$ cat src/hw/rtl/mwalu_pkg.sv
`timescale 1ns / 1ps
// ----------------------------------------------------------------------------
// mwalu_pkg
// Shared types and constants of the multi-width integer ALU.
// ----------------------------------------------------------------------------
package mwalu_pkg;

    localparam int DataW   = 64;
    localparam int DivDepth = DataW;   // one divider cell per quotient bit

    typedef enum logic [2:0] {
        OP_ADD = 3'd0,
        OP_SUB = 3'd1,
        OP_MUL = 3'd2,
        OP_DIV = 3'd3,
        OP_MOD = 3'd4,
        OP_NEG = 3'd5,
        OP_SHL = 3'd6,
        OP_SAR = 3'd7
    } op_t;

    typedef enum logic [1:0] {
        W8  = 2'd0,
        W16 = 2'd1,
        W32 = 2'd2,
        W64 = 2'd3
    } wsel_t;

    // Data that travels along the cell row with one request.
    typedef struct packed {
        logic             vld;
        logic             is_div;     // divide or modulo
        logic             is_quo;     // divide (quotient wanted)
        logic             neg_res;    // negate the magnitude at the end
        logic             dz;
        logic [1:0]       wsel;
        logic [DataW-1:0] rem;        // partial remainder
        logic [DataW-1:0] quo;        // dividend shifting out / quotient in
        logic [DataW-1:0] dvs;        // divisor magnitude
        logic [DataW-1:0] res;        // finished result of non-divide ops
    } cell_t;

    function automatic logic [DataW-1:0] sext_w(input logic [DataW-1:0] v,
                                                 input logic [1:0] ws);
        logic [DataW-1:0] r;
        begin
            case (ws)
                W8:      r = {{(DataW-8){v[7]}}, v[7:0]};
                W16:     r = {{(DataW-16){v[15]}}, v[15:0]};
                W32:     r = {{(DataW-32){v[31]}}, v[31:0]};
                default: r = v;
            endcase
            return r;
        end
    endfunction

endpackage

$ cat src/hw/rtl/mwalu_div_cell.sv
`timescale 1ns / 1ps
// ----------------------------------------------------------------------------
// mwalu_div_cell
// One restoring-division step: shifts in one dividend bit, compares with the
// divisor, subtracts and records one quotient bit. Other ops pass through.
// ----------------------------------------------------------------------------
module mwalu_div_cell
    import mwalu_pkg::*;
(
    input  logic  aclk,
    input  logic  aresetn,
    input  logic  en,
    input  cell_t cell_in,
    output cell_t cell_out
);

    cell_t            cell_reg, cell_next;
    logic [DataW:0]   trial;
    logic [DataW:0]   diff;

    always_comb begin
        cell_next = cell_in;
        trial     = {cell_in.rem, cell_in.quo[DataW-1]};
        diff      = trial - {1'b0, cell_in.dvs};
        if (cell_in.is_div) begin
            if (!diff[DataW]) begin
                cell_next.rem = diff[DataW-1:0];
                cell_next.quo = {cell_in.quo[DataW-2:0], 1'b1};
            end else begin
                cell_next.rem = trial[DataW-1:0];
                cell_next.quo = {cell_in.quo[DataW-2:0], 1'b0};
            end
        end
    end

    always_ff @(posedge aclk) begin
        if (!aresetn) begin
            cell_reg.vld <= 1'b0;
        end else if (en) begin
            cell_reg.vld <= cell_next.vld;
        end
        if (en) begin
            cell_reg.is_div  <= cell_next.is_div;
            cell_reg.is_quo  <= cell_next.is_quo;
            cell_reg.neg_res <= cell_next.neg_res;
            cell_reg.dz      <= cell_next.dz;
            cell_reg.wsel    <= cell_next.wsel;
            cell_reg.rem     <= cell_next.rem;
            cell_reg.quo     <= cell_next.quo;
            cell_reg.dvs     <= cell_next.dvs;
            cell_reg.res     <= cell_next.res;
        end
    end

    assign cell_out = cell_reg;

endmodule

$ cat config.mk
export PLATFORM = sky130hd
export DESIGN_NAME = mwalu_div_cell
export DESIGN_NICKNAME = d
export VERILOG_FILES = /design/src/hw/rtl/mwalu_pkg.sv /design/src/hw/rtl/mwalu_div_cell.sv
export SDC_FILE = /design/constraint.sdc
export NUM_CORES = 1
export LEC_CHECK = 0
export BUFFER_PORTS_ARGS = -buffer_cell sky130_fd_sc_hd__buf_2
export CORE_AREA = 2 2 203 205
export DETAILED_ROUTE_END_ITERATION = 12
export DIE_AREA = 0 0 205 207
export HOLD_SLACK_MARGIN = 0.05
export PLACE_DENSITY = 0.73
export SLEW_MARGIN = 20
export SYNTH_ARGS = -nofsm -noshare
export SYNTH_HDL_FRONTEND = slang
export SYNTH_SLANG_ARGS = --single-unit
$ cat constraint.sdc
create_clock -name aclk -period 8.8 [get_ports aclk]
set_clock_uncertainty 0.1 [all_clocks]
set_input_delay 1.76 -clock aclk [delete_from_list [all_inputs] [get_ports aclk]]
set_output_delay 1.76 -clock aclk [all_outputs]
set_load 0.05 [all_outputs]
==> flow_metrics.env, run 1 <==
export IMPL_met1_usage_pct=26.6
export IMPL_crit_required_ps=9000
export IMPL_period_share_pct=59.8
export IMPL_path_cells="buf_2, inv_1, ha_1, nand2_1, or4_1, nor3_1, a32oi_1, a21oi_2, o21ai_2, mux2i_4, nor2_4, buf_4, mux2_1, mux2_2"
export IMPL_cts_tree="built"
export IMPL_drtIter0Drc=876
export IMPL_cts_root_buf="clkbuf_16"
export IMPL_cp_max_fo=37
export IMPL_htree_levels=1
export IMPL_holdPathStages=2
export IMPL_power_mw=3.92
export IMPL_first_pass_iters=5
export IMPL_synth_top_area_share_pct=55.4
export IMPL_power_switching_mw=1.36
export IMPL_worst_hold_path_endpoint="cell_out[262]"
export IMPL_ctsHoldBuffers=0
export IMPL_port_buffers=528
export IMPL_gp_congestion=0.926
export IMPL_worst_pin_slew_ps=997
export IMPL_synth_seq_cells=263
export IMPL_start_kind="primary input"
export IMPL_core_region_area_um2=40400
export IMPL_synth_main_ff_cell="edfxtp_1"
export IMPL_hold_violations=0
export IMPL_first_global_vias=11700
export IMPL_combPwrFrac_pct=28.7
export IMPL_async_flop_share_pct=0
export IMPL_arrival_ps=5470
export IMPL_end_kind="flop"
export IMPL_p_per_area_nw_per_um2=214
export IMPL_grt_max_degree=152
export IMPL_clk_pin_slew_ps=60
export IMPL_drc=0
export IMPL_yosysSeqAreaShare_pct=55.6
export IMPL_setup_viol=0
export IMPL_r2r_start="cell_out[262]"
export IMPL_gr_max_usage_layer="met2"
export IMPL_die_y_um=207
export IMPL_synth_edff_count=262
export IMPL_cp_slowest_stage_delay_ps=590
export IMPL_fp_dieW_um=205
export IMPL_vias=11900
export IMPL_vias_per_cell=5.17
export IMPL_syn_inst=1237
export IMPL_final_layout_size_suffix_gt1_share_pct=36.8
export IMPL_ff2ff_path_depth=2
export IMPL_cap_violations=0
export IMPL_min_path_type="reg -> reg"
export IMPL_dieArea_um2=42400
export IMPL_io_pins=529
export IMPL_vdd_drop_max_mv=0.158
export IMPL_met2_usage_pct=37.8
export IMPL_grtUsageTotal_pct=21.7
export IMPL_wl_per_cell_um=21.0
export IMPL_finalMaxSlewViolations=0
export IMPL_path_class="in -> reg"
export IMPL_netlist_area_um2=14200
export IMPL_ff2ff_setup_slack_ps=8110
export IMPL_rsz0062_at_grt="false"
export IMPL_ys_types=65
export IMPL_clk_latency_ps=550
export IMPL_hpwl_mm=38.3
export IMPL_syn_avg_cell_area_um2=11.5
export IMPL_max_freq_mhz=190
export IMPL_use_met3_pct=5.02
export IMPL_synth_area_leader_cell="edfxtp_1"
export IMPL_status="finished clean"
export IMPL_cts_made_buffers=29
export IMPL_areaGrowthSynthToFinish_pct=28.9
export IMPL_wl_mm=48.4
export IMPL_start_util_pct=35.2
export IMPL_syn_num_nets=1568
export IMPL_cts_sinks=263
export IMPL_rows=74
export IMPL_maxSlewHeadroom_pct=33.5
export IMPL_clockPowerShare_pct=31.7
export IMPL_cts_max_path_buffers=3
export IMPL_nets=2073
export IMPL_worstHoldStart="cell_out[262]"
export IMPL_swShare_pct=34.7
export IMPL_yosys_top_cells_area="edfxtp_1 (55%), ha_1 (5.6%), mux2_2 (5.0%)"
export IMPL_seq_power_share_pct=39.5
export IMPL_gr_total_overflow=0
export IMPL_p_int_mw=2.56
export IMPL_ant_nets=0
export IMPL_nFillCells=3795
export IMPL_cts_resized=0
export IMPL_rr_endpoint="cell_out[262]"
export IMPL_cts_setup_buffers=0
export IMPL_ys_warn_count=0
export IMPL_slowest_stage="or4_1"
export IMPL_largest_reg_flops=263
export IMPL_grt_first_pass_wirelength_mm=70.3
export IMPL_leakage_nw=7.94
export IMPL_fin_tns_setup_ps=0
export IMPL_antenna_found_initial=22
export IMPL_min_period_ps=5260
-- cell type report --
type / instances / area, µm² / share of cell area [%]
Sequential cell: 263 / 7890 / 43.1
Multi-Input combinational cell: 826 / 5720 / 31.2
Timing Repair Buffer: 536 / 2730 / 14.9
Clock buffer: 35 / 748 / 4.09
Tap cell: 532 / 666 / 3.64
Inverter: 86 / 323 / 1.76
Clock inverter: 19 / 214 / 1.17
Antenna cell: 6 / 15.0 / 0.0820
-- Yosys cell counts, drive strengths merged (2+ instances only) --
| cell type | n |
|---|---|
| and4 | 3 |
| nor3 | 13 |
| nor2b | 17 |
| ha | 64 |
| nand3b | 3 |
| o31ai | 7 |
| a311o | 3 |
| xnor2 | 27 |
| nand2 | 75 |
| buf | 13 |
| o2111ai | 3 |
| and2 | 5 |
| or4 | 4 |
| clkbuf | 49 |
| nand3 | 19 |
| a211oi | 12 |
| nand2b | 4 |
| a21o | 16 |
| a31oi | 21 |
| nor2 | 106 |
| o221ai | 5 |
| inv | 86 |
| nor4 | 3 |
| a21boi | 2 |
| o21ai | 65 |
| o311ai | 2 |
| o211ai | 5 |
| a2111oi | 2 |
| o21bai | 5 |
| nand4 | 19 |
| a21oi | 121 |
| or2 | 3 |
| a211o | 3 |
| and3 | 5 |
| o22ai | 5 |
| o31a | 3 |
| mux2 | 64 |
| mux2i | 51 |
| o21a | 15 |
| or3 | 5 |
| edfxtp | 262 |
| xor2 | 29 |
-- kinds of logic after synthesis --
kind of cell | count (synthesis) | synth area share [%]
adders and majority gates | 65 | 5.78
buffers and inverters | 148 | 4.15
muxes | 115 | 8.76
DFF | 263 | 55.6
and+or+nand+nor | 286 | 9.33
AOI/OAI and AO/OA | 304 | 12.9
xor gates and xnor gates | 56 | 3.46
-- layer usage --
metal  routed length (µm)  share of wire [%]
met1                19100                 40
met2                23600                 49
met3                 4130                8.5
met4                 1460                3.0
met5                   93               0.19
-- cell usage in the layout (no fill, tap or decap), drive strengths merged, types with 21 or more instances in the layout --
master	instances
a31oi	21
nand2	75
xnor2	27
clkbuf	35
mux2i	51
xor2	29
a21oi	121
ha	64
o21ai	65
inv	88
buf	536
nor2	106
edfxtp	262
mux2	64
-- worst max path at each step --
stage | start | end | slack, ps | cells past startpoint
finish | cell_in[83] | cell_out[245] | 3540 | 14
global route | cell_in[83] | cell_out[245] | 3350 | 14
CTS | cell_in[83] | cell_out[245] | 3560 | 14
detailed placement | cell_in[83] | cell_out[245] | 2960 | 14
global placement | cell_in[83] | cell_out[245] | 3050 | 14
floorplan | cell_in[84] | cell_out[245] | 4080 | 13
-- through the flow --
step                      cell area [µm²]  instances  hold slack (ps)  worst slack [ps]  util [%]
after floorplan                     14200       1237              643              4080         -
after global placement              17300       2243              394              3050      42.9
after detailed placement            17300       2243              406              2960      42.9
after CTS                           18300       2297              420              3560      45.3
after global routing                18300       2297              437              3350      45.3
final                               18300       2303              417              3540      45.3
-- power groups by stage --
stage,sequential [mW],combinational [mW],clock (mW)
final,1.55,1.13,1.24
after global placement,1.57,1.11,0
after CTS,1.55,1.13,1.28
after floorplan,1.99,0.382,0
after detailed placement,1.57,1.12,0
after global routing,1.56,1.19,1.32
-- critical path: cells and delay by family --
family,cells,cell delay [ps]
AO/OA/AOI/OAI,3,530
adder cells (fa/ha/maj),1,420
buffers and inverters,3,670
multiplexers,3,850
AND/OR/NAND/NOR,4,1210
Power figures use the tool's default switching activity.
==> run 2, diff against run 1 <==
--- a/config.mk
+++ b/config.mk
@@ -6,11 +6,11 @@
 export NUM_CORES = 1
 export LEC_CHECK = 0
 export BUFFER_PORTS_ARGS = -buffer_cell sky130_fd_sc_hd__buf_2
-export CORE_AREA = 2 2 203 205
+export CORE_AREA = 2 2 205 207
 export DETAILED_ROUTE_END_ITERATION = 12
-export DIE_AREA = 0 0 205 207
+export DIE_AREA = 0 0 207 209
 export HOLD_SLACK_MARGIN = 0.05
-export PLACE_DENSITY = 0.73
+export PLACE_DENSITY = 0.72
 export SLEW_MARGIN = 20
 export SYNTH_ARGS = -nofsm -noshare
 export SYNTH_HDL_FRONTEND = slang
==> constraint.sdc (replaced) <==
create_clock -name aclk -period 5 [get_ports aclk]
set_clock_uncertainty 0.1 [all_clocks]
set_input_delay 1 -clock aclk [delete_from_list [all_inputs] [get_ports aclk]]
set_output_delay 1 -clock aclk [all_outputs]
set_load 0.05 [all_outputs]
==> run 2 against run 1 <==
Hold slack gained 12 ps. Power rose by 80%. Largest power group unchanged. Clock power is 87% higher. Via count is 0.72% higher. Final cell count increased by 0.96%. Non-clock buffer count increased by 14. Final area up 1.2%. Setup slack lost 2700 ps. Combinational power increased by 77%. Utilization down 0.48 points.
==> flow_metrics.env, run 2 (same netlist as run 1, synthesis figures left out) <==
export IMPL_drtIter0Drc=807
export IMPL_slowest_stage="o31ai_1"
export IMPL_cts_made_buffers=31
export IMPL_vdd_drop_max_mv=0.265
export IMPL_arrival_ps=4340
export IMPL_cts_tree="built"
export IMPL_rr_endpoint="cell_out[262]"
export IMPL_worstHoldStart="cell_out[262]"
export IMPL_start_util_pct=34.4
export IMPL_clk_pin_slew_ps=60
export IMPL_fin_tns_setup_ps=0
export IMPL_min_period_ps=4130
export IMPL_path_class="in -> reg"
export IMPL_nets=2089
export IMPL_first_global_vias=11800
export IMPL_drc=0
export IMPL_start_kind="primary input"
export IMPL_wl_mm=48.8
export IMPL_r2r_start="cell_out[262]"
export IMPL_final_common_cell="buf_2"
export IMPL_cts_max_path_buffers=3
export IMPL_ctsHoldBuffers=0
export IMPL_worst_hold_path_endpoint="cell_out[262]"
export IMPL_clk_latency_ps=570
export IMPL_dieArea_um2=43300
export IMPL_vias_per_cell=5.16
export IMPL_clockPowerShare_pct=32.9
export IMPL_period_share_pct=82.7
export IMPL_p_per_area_nw_per_um2=381
export IMPL_crit_required_ps=5210
export IMPL_first_pass_iters=5
export IMPL_antenna_found_initial=13
export IMPL_leakage_nw=8.05
export IMPL_htree_levels=1
export IMPL_seq_power_share_pct=38.7
export IMPL_setup_viol=0
export IMPL_grt_max_degree=96
export IMPL_swShare_pct=34.8
export IMPL_die_y_um=209
export IMPL_ff2ff_setup_slack_ps=4300
export IMPL_min_path_type="reg -> reg"
export IMPL_hold_violations=0
export IMPL_layout_common_cells="buf_2 (526), edfxtp_1 (262), a21oi_1 (120), nor2_1 (105), inv_1 (86)"
export IMPL_cts_resized=0
export IMPL_finalMaxSlewViolations=0
export IMPL_path_cells="buf_2, inv_1, ha_1, fa_1, nor2b_1, o31a_1, o21ai_0, a31oi_1, o21ai_1, o31ai_1, a31oi_1, o21a_1, xor2_1, o21ai_0"
export IMPL_holdPathStages=2
export IMPL_cp_slowest_stage_delay_ps=600
export IMPL_largest_reg_flops=263
export IMPL_hpwl_mm=38.7
export IMPL_port_buffers=528
export IMPL_cts_root_buf="clkbuf_16"
export IMPL_ant_nets=0
export IMPL_grt_first_pass_wirelength_mm=71.4
export IMPL_power_switching_mw=2.46
export IMPL_areaGrowthSynthToFinish_pct=30.5
export IMPL_rsz0062_at_grt="false"
export IMPL_cap_violations=0
export IMPL_maxSlewHeadroom_pct=50.6
export IMPL_final_layout_size_suffix_gt1_share_pct=37.6
export IMPL_worst_pin_slew_ps=741
export IMPL_vias=12000
export IMPL_gr_total_overflow=0
export IMPL_cts_setup_buffers=0
export IMPL_wl_per_cell_um=21.0
export IMPL_gp_congestion=0.898
export IMPL_nFillCells=3855
export IMPL_p_int_mw=4.60
export IMPL_io_pins=529
export IMPL_end_kind="flop"
export IMPL_combPwrFrac_pct=28.4
export IMPL_grtUsageTotal_pct=21.4
export IMPL_cts_sinks=263
export IMPL_max_freq_mhz=242
export IMPL_rows=75
export IMPL_fp_dieW_um=207
export IMPL_cp_max_fo=5
export IMPL_core_region_area_um2=41300
export IMPL_power_mw=7.05
export IMPL_ff2ff_path_depth=2
export IMPL_status="finished clean"
-- run 2: cell types whose count changed in the layout (fill, tap and decap cells not counted), moves of 2 or more --
cell	change
buf_12	+3
buf_4	+11
clkbuf_1	-2
clkbuf_16	+2
clkinv_2	+2
clkinv_4	-2
clkinvlp_4	+3
diode_2	-2
-- run 2: power by group through the flow --
stage	registers [mW]	logic, mW	clock network [mW]
2_1_floorplan	3.50	0.672	0
3_3_place_gp	2.77	1.98	0
3_5_place_dp	2.77	2.00	0
4_1_cts	2.73	2.01	2.37
5_1_grt	2.74	2.13	2.44
6_report	2.73	2.00	2.32
-- run 2: critical path, delay by kind of cell --
kind | cells | cell delay, ps
compound gates | 8 | 2250
xor+xnor | 1 | 150
fa+ha+maj | 2 | 610
buf+inv | 2 | 150
simple gates | 1 | 170
-- run 2: layer usage --
| layer | share of wire [%] | vias up | track usage [%] |
|---|---|---|---|
| li1 | - | 5641 | - |
| met1 | 41 | 5751 | 27.0 |
| met2 | 49 | 519 | 37.1 |
| met3 | 7.3 | 82 | 4.40 |
| met4 | 2.6 | 8 | 6.03 |
| met5 | 0.084 | - | 0 |
-- run 2: worst max-delay path by stage --
stage / start / to / slack (ps) / cells after the start
6_report: cell_in[191] / cell_out[234] / 870 / 14
4_1_cts: cell_in[191] / cell_out[250] / 860 / 15
3_5_place_dp: cell_in[191] / cell_out[250] / 250 / 15
3_3_place_gp: cell_in[191] / cell_out[250] / 340 / 15
5_1_grt: cell_in[191] / cell_out[234] / 610 / 14
2_1_floorplan: cell_in[84] / cell_out[245] / 1040 / 13
-- run 2: per-stage QoR --
step / std cells / worst slack [ps] / hold slack (ps) / util (%) / cell area, µm²
2_1_floorplan: 1237 / 1040 / 643 / - / 14200
3_3_place_gp: 2264 / 344 / 390 / 42.3 / 17500
3_5_place_dp: 2264 / 254 / 418 / 42.3 / 17500
4_1_cts: 2321 / 860 / 431 / 44.8 / 18500
5_1_grt: 2321 / 608 / 463 / 44.8 / 18500
6_report: 2325 / 866 / 430 / 44.9 / 18500
-- run 2: cell type report --
cell class                      count  area (µm²)  share of cell area [%]
Antenna cell                        4        10.0                  0.0540
Clock buffer                       35         791                    4.27
Clock inverter                     22         245                    1.32
Inverter                           86         323                    1.74
Multi-Input combinational cell    826        5720                    30.9
Sequential cell                   263        7890                    42.6
Tap cell                          539         674                    3.64
Timing Repair Buffer              550        2870                    15.5
